**config.mk**
```make
export PLATFORM = sky130hd
export DESIGN_NAME = tlv_stream_deframer_flat
export DESIGN_NICKNAME = d
export VERILOG_FILES = /design/src/rtl/tlvd_pkg.sv /design/src/rtl/tlvd_if.sv /design/src/rtl/tlv_stream_deframer.sv /design/src/flat_wrapper.sv
export VERILOG_INCLUDE_DIRS = /design/src /design/src/rtl
export SDC_FILE = /design/constraint.sdc
export NUM_CORES = 1
export LEC_CHECK = 0
export BUFFER_PORTS_ARGS = -buffer_cell sky130_fd_sc_hd__buf_2
export CORE_MARGIN = 2
export CORE_UTILIZATION = 50
export CTS_BUF_LIST = sky130_fd_sc_hd__clkbuf_4 sky130_fd_sc_hd__clkbuf_8
export DETAILED_ROUTE_END_ITERATION = 7
export GPL_TIMING_DRIVEN = 0
export PLACE_DENSITY = 0.8
export SYNTH_ARGS = -nofsm -noshare
export SYNTH_HDL_FRONTEND = slang
export SYNTH_SLANG_ARGS = --single-unit
```
**constraint.sdc**
```tcl
create_clock -name clock -period 6.9 [get_ports clock]
set_clock_uncertainty 0.2 [all_clocks]
set_input_delay 1.38 -clock clock [delete_from_list [all_inputs] [get_ports clock]]
set_output_delay 1.38 -clock clock [all_outputs]
set_load 0.1 [all_outputs]
```
**src/rtl/assert_macros.svh**
```systemverilog
// assertion macros shared by the rtl files
// depends on nothing; included by modules that carry concurrent checks
`ifndef ASSERT_MACROS_SVH
`define ASSERT_MACROS_SVH

// property must hold at every rising clock edge outside reset
`define TLVD_ASSERT(lbl, clk, rst, prop, msg) \
   lbl: assert property (@(posedge clk) disable iff (rst) (prop)) else $error(msg);

// condition must never be true outside reset
`define TLVD_ASSERT_NEVER(lbl, clk, rst, cond, msg) \
   lbl: assert property (@(posedge clk) disable iff (rst) !(cond)) else $error(msg);

`endif

```
**src/rtl/tlvd_pkg.sv**
```systemverilog
// shared types for the tlv stream deframer
// no dependencies; used by the channel interfaces and the top level
package tlvd_pkg;

   typedef logic [7:0]  byte_type;
   typedef logic [15:0] msg_kind_type;
   typedef logic [31:0] length_type;

   // number of header bytes in each header field
   localparam length_type TYPE_BYTES   = 32'd2;
   localparam length_type LENGTH_BYTES = 32'd4;

   typedef enum logic [1:0] {
      PH_TYPE   = 2'd0,
      PH_LENGTH = 2'd1,
      PH_VALUE  = 2'd2,
      PH_SPARE  = 2'd3
   } phase_type;

   // what one input byte produces
   typedef struct packed {
      logic     emit;
      byte_type value_byte;
      logic     has_value;
      logic     last;
   } emit_type;

endpackage

```
**src/rtl/tlvd_if.sv**
```systemverilog
// valid/ready channel interfaces for the byte input and the result output
// depends on tlvd_pkg for payload types
interface tlvd_req_if;
   logic               valid;
   logic               ready;
   tlvd_pkg::byte_type data_byte;

   modport source (output valid, output data_byte, input ready);
   modport sink   (input valid, input data_byte, output ready);
endinterface

interface tlvd_rsp_if;
   logic                   valid;
   logic                   ready;
   tlvd_pkg::msg_kind_type msg_type;
   tlvd_pkg::length_type   msg_length;
   tlvd_pkg::byte_type     value_byte;
   logic                   has_value;
   logic                   last;

   modport source (output valid, output msg_type, output msg_length, output value_byte,
                   output has_value, output last, input ready);
   modport sink   (input valid, input msg_type, input msg_length, input value_byte,
                   input has_value, input last, output ready);
endinterface

```
**src/rtl/tlv_stream_deframer.sv**
```systemverilog
// tlv stream deframer top level
// depends on tlvd_pkg, tlvd_if.sv and assert_macros.svh
//
// usage:
//   req carries one stream byte per item (data_byte). each message is a
//   big-endian 16-bit type, a big-endian 32-bit length, then length value bytes.
//   rsp carries one item per value byte with msg_type, msg_length, the byte,
//   has_value = 1 and last set on the final byte. a zero-length message gives a
//   single item with has_value = 0, value_byte = 0 and last = 1 when its fourth
//   length byte arrives. header bytes give no item.
//   each accepted byte is held in the input register, and its result is then
//   held in the result register, whose contents drive the rsp channel.
//   throughput: one byte per cycle while rsp is not stalled. the parse step
//   shifts the header registers and bumps the 32-bit byte counter.
//   reset (synchronous, active high) empties both registers and returns the
//   parser to the type field. when rsp stalls, the waiting result holds and the
//   input register still drains bytes that give no result; req.ready falls only
//   once a result-producing byte waits behind the stalled result.
`include "assert_macros.svh"

module tlv_stream_deframer (
   input  logic        clock,
   input  logic        reset,
   tlvd_req_if.sink    req,
   tlvd_rsp_if.source  rsp
);

   // input register
   logic               in_valid_ff, in_valid_in;
   tlvd_pkg::byte_type in_byte_ff;

   // parser state
   tlvd_pkg::phase_type    phase_ff, phase_in;
   tlvd_pkg::length_type   byte_count_ff, byte_count_in;
   tlvd_pkg::msg_kind_type type_shift_ff, type_shift_in;
   tlvd_pkg::length_type   length_shift_ff, length_shift_in;

   // result register
   logic                   out_valid_ff, out_valid_in;
   tlvd_pkg::msg_kind_type out_type_ff;
   tlvd_pkg::length_type   out_length_ff;
   tlvd_pkg::byte_type     out_byte_ff;
   logic                   out_has_value_ff;
   logic                   out_last_ff;

   tlvd_pkg::emit_type     step;
   tlvd_pkg::length_type   count_inc;
   tlvd_pkg::length_type   new_length;
   logic                   value_done;
   logic                   in_advance;

   assign count_inc  = byte_count_ff + 32'd1;
   assign new_length = {length_shift_ff[23:0], in_byte_ff};
   assign value_done = (count_inc >= length_shift_ff);

   // bytes that give no result always move on; a result needs a free output slot
   assign in_advance = in_valid_ff && (!step.emit || !out_valid_ff || rsp.ready);
   assign req.ready  = !in_valid_ff || in_advance;

   // next state
   always_comb begin
      phase_in        = phase_ff;
      byte_count_in   = byte_count_ff;
      type_shift_in   = type_shift_ff;
      length_shift_in = length_shift_ff;
      case (phase_ff)
         tlvd_pkg::PH_LENGTH: begin
            length_shift_in = new_length;
            if (count_inc >= tlvd_pkg::LENGTH_BYTES) begin
               byte_count_in = '0;
               phase_in = (new_length == '0) ? tlvd_pkg::PH_TYPE : tlvd_pkg::PH_VALUE;
            end else begin
               byte_count_in = count_inc;
            end
         end
         tlvd_pkg::PH_VALUE: begin
            if (value_done) begin
               byte_count_in = '0;
               phase_in      = tlvd_pkg::PH_TYPE;
            end else begin
               byte_count_in = count_inc;
            end
         end
         default: begin
            // type field; the spare code acts the same
            type_shift_in = {type_shift_ff[7:0], in_byte_ff};
            if (count_inc >= tlvd_pkg::TYPE_BYTES) begin
               byte_count_in = '0;
               phase_in      = tlvd_pkg::PH_LENGTH;
            end else begin
               byte_count_in = count_inc;
               phase_in      = tlvd_pkg::PH_TYPE;
            end
         end
      endcase
   end

   // result of the byte in the input register
   always_comb begin
      step = '0;
      case (phase_ff)
         tlvd_pkg::PH_LENGTH: begin
            // empty message
            if (count_inc >= tlvd_pkg::LENGTH_BYTES && new_length == '0) begin
               step.emit = 1'b1;
               step.last = 1'b1;
            end
         end
         tlvd_pkg::PH_VALUE: begin
            step.emit       = 1'b1;
            step.value_byte = in_byte_ff;
            step.has_value  = 1'b1;
            step.last       = value_done;
         end
         default: begin
            step = '0;
         end
      endcase
   end

   always_comb begin
      in_valid_in = in_valid_ff;
      if (req.ready) begin
         in_valid_in = req.valid;
      end
      out_valid_in = out_valid_ff;
      if (in_advance && step.emit) begin
         out_valid_in = 1'b1;
      end else if (rsp.ready) begin
         out_valid_in = 1'b0;
      end
   end

   always_ff @(posedge clock) begin
      if (reset) begin
         in_valid_ff     <= 1'b0;
         out_valid_ff    <= 1'b0;
         phase_ff        <= tlvd_pkg::PH_TYPE;
         byte_count_ff   <= '0;
         type_shift_ff   <= '0;
         length_shift_ff <= '0;
      end else begin
         in_valid_ff  <= in_valid_in;
         out_valid_ff <= out_valid_in;
         if (in_advance) begin
            phase_ff        <= phase_in;
            byte_count_ff   <= byte_count_in;
            type_shift_ff   <= type_shift_in;
            length_shift_ff <= length_shift_in;
         end
      end
   end

   always_ff @(posedge clock) begin
      if (req.ready) begin
         in_byte_ff <= req.data_byte;
      end
      if (in_advance && step.emit) begin
         out_type_ff      <= type_shift_ff;
         out_length_ff    <= (phase_ff == tlvd_pkg::PH_LENGTH) ? new_length : length_shift_ff;
         out_byte_ff      <= step.value_byte;
         out_has_value_ff <= step.has_value;
         out_last_ff      <= step.last;
      end
   end

   assign rsp.valid      = out_valid_ff;
   assign rsp.msg_type   = out_type_ff;
   assign rsp.msg_length = out_length_ff;
   assign rsp.value_byte = out_byte_ff;
   assign rsp.has_value  = out_has_value_ff;
   assign rsp.last       = out_last_ff;

   `TLVD_ASSERT(a_empty_is_last, clock, reset, out_valid_ff && !out_has_value_ff |-> out_last_ff, "empty message result without last")
   `TLVD_ASSERT_NEVER(a_value_len_zero, clock, reset, phase_ff == tlvd_pkg::PH_VALUE && length_shift_ff == '0, "value phase with zero length")
   `TLVD_ASSERT_NEVER(a_type_count, clock, reset, phase_ff == tlvd_pkg::PH_TYPE && byte_count_ff >= tlvd_pkg::TYPE_BYTES, "type byte count overrun")
   `TLVD_ASSERT(a_last_returns, clock, reset, in_advance && phase_ff == tlvd_pkg::PH_VALUE && value_done |=> phase_ff == tlvd_pkg::PH_TYPE && byte_count_ff == '0, "final value byte did not restart parsing")

endmodule
```
**src/flat_wrapper.sv**
```systemverilog
// flat-port wrapper written by rule: the top's interface ports become plain ports
module tlv_stream_deframer_flat 
  (clock, reset, req_valid, req_data_byte, req_ready, rsp_valid, rsp_msg_type, rsp_msg_length, rsp_value_byte, rsp_has_value, rsp_last, rsp_ready);
  tlvd_req_if req_i ();
  tlvd_rsp_if rsp_i ();
  input  logic clock;
  input  logic reset;
  input wire logic [$bits(req_i.valid)-1:0] req_valid;
  input wire logic [$bits(req_i.data_byte)-1:0] req_data_byte;
  output wire logic [$bits(req_i.ready)-1:0] req_ready;
  output wire logic [$bits(rsp_i.valid)-1:0] rsp_valid;
  output wire logic [$bits(rsp_i.msg_type)-1:0] rsp_msg_type;
  output wire logic [$bits(rsp_i.msg_length)-1:0] rsp_msg_length;
  output wire logic [$bits(rsp_i.value_byte)-1:0] rsp_value_byte;
  output wire logic [$bits(rsp_i.has_value)-1:0] rsp_has_value;
  output wire logic [$bits(rsp_i.last)-1:0] rsp_last;
  input wire logic [$bits(rsp_i.ready)-1:0] rsp_ready;
  assign req_i.valid = req_valid;
  assign req_i.data_byte = req_data_byte;
  assign req_ready = req_i.ready;
  assign rsp_valid = rsp_i.valid;
  assign rsp_msg_type = rsp_i.msg_type;
  assign rsp_msg_length = rsp_i.msg_length;
  assign rsp_value_byte = rsp_i.value_byte;
  assign rsp_has_value = rsp_i.has_value;
  assign rsp_last = rsp_i.last;
  assign rsp_i.ready = rsp_ready;
  tlv_stream_deframer u_core (.clock(clock), .reset(reset), .req(req_i), .rsp(rsp_i));
endmodule
```
; ---- Word level (Yosys, flattened, before mapping)
; Index checks and enable logic that the tools add are counted.
[word_totals]
output_inout_bits = 60
register_bits = 150
in_bits = 12
word_cells = 51
[classes]
mux = 16
n_bitwise = 1
magnitude_cmp = 3
addsub = 1
eq_ne = 4
n_reduce_logical = 14
[ops]
columns = op, count
row1 = 32-bit 2-to-1 mux, 4
row2 = 32-bit case mux with 2 select lines, 1
row3 = 32-bit by 1-bit adder with 32-bit output (second input constant), 1
row4 = 32-bit by 2-bit greater-or-equal comparator with 1-bit output (second input constant), 1
row5 = 32-bit by 3-bit greater-or-equal comparator with 1-bit output (second input constant), 1
row6 = 32-bit greater-or-equal comparator, 1
row7 = 32-bit zero test, 1
row8 = 2-bit 2-to-1 mux, 3
row9 = 1-bit 2-to-1 mux, 5
row10 = 2-bit by 1-bit inequality test with 1-bit output (second input constant), 2
row11 = 1-bit case mux with 2 select lines, 2
row12 = 2-bit case mux with 2 select lines, 1
row13 = 1-bit logical AND, 3
row14 = 1-bit zero test, 3
row15 = 1-bit logical OR, 3
row16 = 3-bit AND reduction, 1
row17 = 2-bit by 1-bit == test with 1-bit output (second input constant), 1
row18 = 2-bit == test (second input constant), 1
row19 = 2-bit AND reduction, 1
row20 = 2-bit nonzero test, 1
row21 = 2-bit OR reduction, 1
row22 = 1-bit inverter, 1

; ---- Longest topological paths before layout
[logic_depth]
word_depth = 11
mapped_depth = 19
depth_no_buf = 15

; ---- Worst setup path after synthesis
; OpenSTA, ideal clock, no wires.
[synth_path]
path_kind = register to output
startpoint = register u_core.byte_count_ff[0]
endpoint = output port req_ready
stages_incl_launch_ff = 12
path_buffers = 2
slack_ps = 884
t_arrival_ps = 4436
required_time_ps = 5320
path_cell_list = dfxtp_1 -> ha_1 -> buf_4 -> nand3_1 -> nor2_1 -> and3_1 -> buf_2 -> mux2i_1 -> or4_1 -> nor3_4 -> nor2_1 -> o2111ai_1
[synth_between]
elab_chain_len = 10
[synth_lines]
columns = element, line
row1 = "start, declared", tlv_stream_deframer.sv:34  ; tlvd_pkg::length_type byte_count_ff, byte_count_in;
row2 = "start signal, assigned", tlv_stream_deframer.sv:147  ; byte_count_ff <= byte_count_in;
row3 = 32-bit by 1-bit adder with 32-bit output, tlv_stream_deframer.sv:52  ; assign count_inc = byte_count_ff + 32'd1;
row4 = 32-bit by 3-bit greater-or-equal comparator with 1-bit output, tlv_stream_deframer.sv:104  ; if (count_inc >= tlvd_pkg::LENGTH_BYTES && new_length == '0) begin
row5 = 1-bit logical AND, tlv_stream_deframer.sv:104
row6 = 1-bit 2-to-1 mux, tlv_stream_deframer.sv:104
row7 = 1-bit case mux with 2 select lines, tlv_stream_deframer.sv:101  ; case (phase_ff)
row8 = 1-bit zero test, tlv_stream_deframer.sv:57  ; assign in_advance = in_valid_ff && (!step.emit || !out_valid_ff || rsp.ready);
row9 = 1-bit logical OR (2 in a row), tlv_stream_deframer.sv:57
row10 = 1-bit logical AND, tlv_stream_deframer.sv:57
row11 = 1-bit logical OR, tlv_stream_deframer.sv:58  ; assign req.ready = !in_valid_ff || in_advance;
row12 = "end, declared", flat_wrapper.sv:10  ; output wire logic [$bits(req_i.ready)-1:0] req_ready;
; No other way between the ends.

; ---- Worst setup path after layout
; Ends and elaborated chain as after synthesis.

==> results.cfg <==
[pwr]
leakage_nw = 3.22
ir_drop_v = 0.000122
p_per_area_mw_per_mm2 = 201

[setup_path]
critical_path_arrival_ps = 4680
cp_max_fo = 10
critPathMaxStageDelay_ps = 600
worstPathRequired_ps = 5320
crit_type = reg2out
slowest_stage = or4_1
startpoint_type = register
crit_chain = ha_1, buf_4, nand3_1, nor2_1, and3_1, buf_2, mux2i_1, or4_1, nor3_4, nor2_1, o2111ai_2, buf_2
end_kind = output port
reg2regPathDepth = 18

[final_layout]
drive_gt1_frac = 0.152
utilization = 0.575
num_antenna_cells = 0
stdcell_count = 1135
area_delta_synth_final_pct = 13.5
nets = 982

[yosys]
ys.flop_type = dfxtp_1
ys_top_cells_by_count = 184 x nand2_1, 84 x dfxtp_1, 81 x a21oi_1
syn-num-nets = 891
synth_top_family_by_area = simple AND/OR/NAND/NOR gates
synth_edf_count = 66
yosysUniqueCellTypes = 60
syn_inst = 843
synthSimpleGateAreaFrac = 0.230
synthesis.area_mm2 = 0.00764
syn_avg_cell_area_um2 = 9.06
synthAdderAreaFrac = 0.0589
synth_top_area_cell = edfxtp_1
synth_xor_xnor_area_share = 0.0401
synth_area_leaders = edfxtp_1 26%, dfxtp_1 22%, nand2_1 9.0%, ha_1 5.9%, a21oi_1 5.3%
muxShareOfSynthArea = 0.00409
yosysMostFrequentCell = nand2_1
async_flop_share = 0
ys_ff_latch = 150
yosysSeqAreaShare = 0.479
synth_top_area_frac = 0.259
synth_compound_area_frac = 0.132
yosysWarnings = 0

[placement]
dpl_worst_slack_ps = 811
placedCellCount = 1103
place_congestion = 0.930
io_buffers = 71
dpl.hpwl_mm = 14.2

[clocking]
clk_pin_slew_ps = 80
clock-sinks = 150
htreeDepth = 4
cts_buffers = 17
clk_root_buffer_cell = clkbuf_8
cts_tree = built
post_cts_buffers = 0
worstSkewPairLatency_ps = 460
hold_buffers = 0
clockBufferDepth = 2

[global_routing]
grt_usage = 0.241
grt_start_max_net_pins = 33
grt_pass1_vias = 6072
grt-ovfl-total = 0
antenna_found_initial = 0
grt_pass1_wl_mm = 30.7

[detailed_routing]
dr.pass1.iters = 7
drc_errors = 0
ant_nets = 0
drt-initial-drc-count = 590
vias = 6573
via_per_inst = 5.79
wirelength_mm = 19.3
wl_per_cell_um = 17.0

[timing]
tns_ps = 0
fin_crit_ps = 6260
hold_violations = 0
rsz0062_at_grt = no
setup_viol = 0
fmax_mhz = 160
post-route-period-util = 0.907
whs_ps = 235
worst_slew_pin_slew_ps = 758
slew_violations = 0
setup_ws_ps = 639
maxSlewHeadroom = 0.495

[min_path]
min_path_type = reg2reg
whs_path_depth = 0

[floorplanning]
die_w_um = 128
start_util = 0.506
dieArea_mm2 = 0.0163
core_mm2 = 0.0151
die_h_um = 128
row_count = 45
io_pins = 72

[run_status]
status = complete, no violations

[job]
cap_violations = 0
## logic make-up after synthesis
group           after synthesis
simple gates                350
fa+ha+maj                    36
compound gates              169
flops                       150
xor+xnor                     35
mux                           3
buf+inv                     100
## report_power, final
part           total [mW]  internal, mW  switching (mW)
clock network       0.719         0.370           0.350
logic              0.0870        0.0267          0.0603
registers           0.937         0.928         0.00950
## metal layers
layer  global-route usage  vias to the layer above  wire [um]
met4               0.0905                        0        530
met2                0.399                      291       9080
li1                     -                     3161          -
met3               0.0611                       58       1500
met1                0.304                     3063       8230
met5                    0                        -          0
## worst max-delay path, delay by kind of cell (launching register included)
family,cells,cell delay [ps]
AO/OA/AOI/OAI,1,540
adder cells (fa/ha/maj),1,210
buffers and inverters,3,880
flip-flops,1,520
multiplexers,1,90
AND/OR/NAND/NOR,6,1970
## cell type report
type / count / area, um2
clock buffer: 18 / 248
multi-input combinational: 593 / 3560
tap: 188 / 235
timing repair buffer: 72 / 375
clock inverter: 14 / 170
sequential: 150 / 3660
fill: 1294 / 6410
inverter: 42 / 158
buffer: 58 / 268
## registers in the layout, summed over array words and instances (netlist names)
register                cells
u_core.rsp.last             1
u_core.length_shift_ff     32
u_core.rsp.valid            1
u_core.type_shift_ff       16
u_core.in_byte_ff           8
u_core.rsp.msg_type        16
u_core.byte_count_ff       32
u_core.in_valid_ff          1
u_core.rsp.has_value        1
u_core.rsp.value_byte       8
u_core.phase_ff             2
u_core.rsp.msg_length      32
## layout by cell type, fill, tap and decap left out, drive strengths merged, types with 6 or more instances in the layout
cell type	netlist	routed
nand2	184	184
nor4	16	16
ha	36	36
a31oi	12	12
nand3b	23	23
edfxtp	66	66
nand3	20	20
xor2	8	8
or4	9	9
and2	12	12
nor2	19	19
clkinv	0	6
nor3	8	8
or3	12	12
a21o	10	10
nand4	18	18
and3	7	7
buf	25	97
o21ai	35	35
dfxtp	84	84
xnor2	27	27
a21oi	81	81
clkbuf	33	51
inv	42	46
## worst paths after layout
path | startpoint | endpoint | slack, ps
worst max-delay path | u_core.byte_count_ff[0] | req_ready | 640
worst min-delay path | u_core.type_shift_ff[8] | u_core.rsp.msg_type[8] | 240
worst max register to register | u_core.byte_count_ff[0] | u_core.byte_count_ff[20] | 1140
worst min register to register | u_core.type_shift_ff[8] | u_core.rsp.msg_type[8] | 240
## metrics by stage
| stage | area [um2] | total power, mW |
|---|---|---|
| global route | 8680 | 1.79 |
| finish | 8680 | 1.74 |
| detailed placement | 8250 | 1.04 |
| CTS | 8670 | 1.75 |
| floorplan | 7640 | 1.01 |
| global placement | 8230 | 1.04 |
## what timing repair did
action	4_1_cts	5_1_grt
endpoints found under the setup margin	0	1
hold endpoints to repair	0	0
resized for setup	0	1
Power figures use the tool's default switching activity.
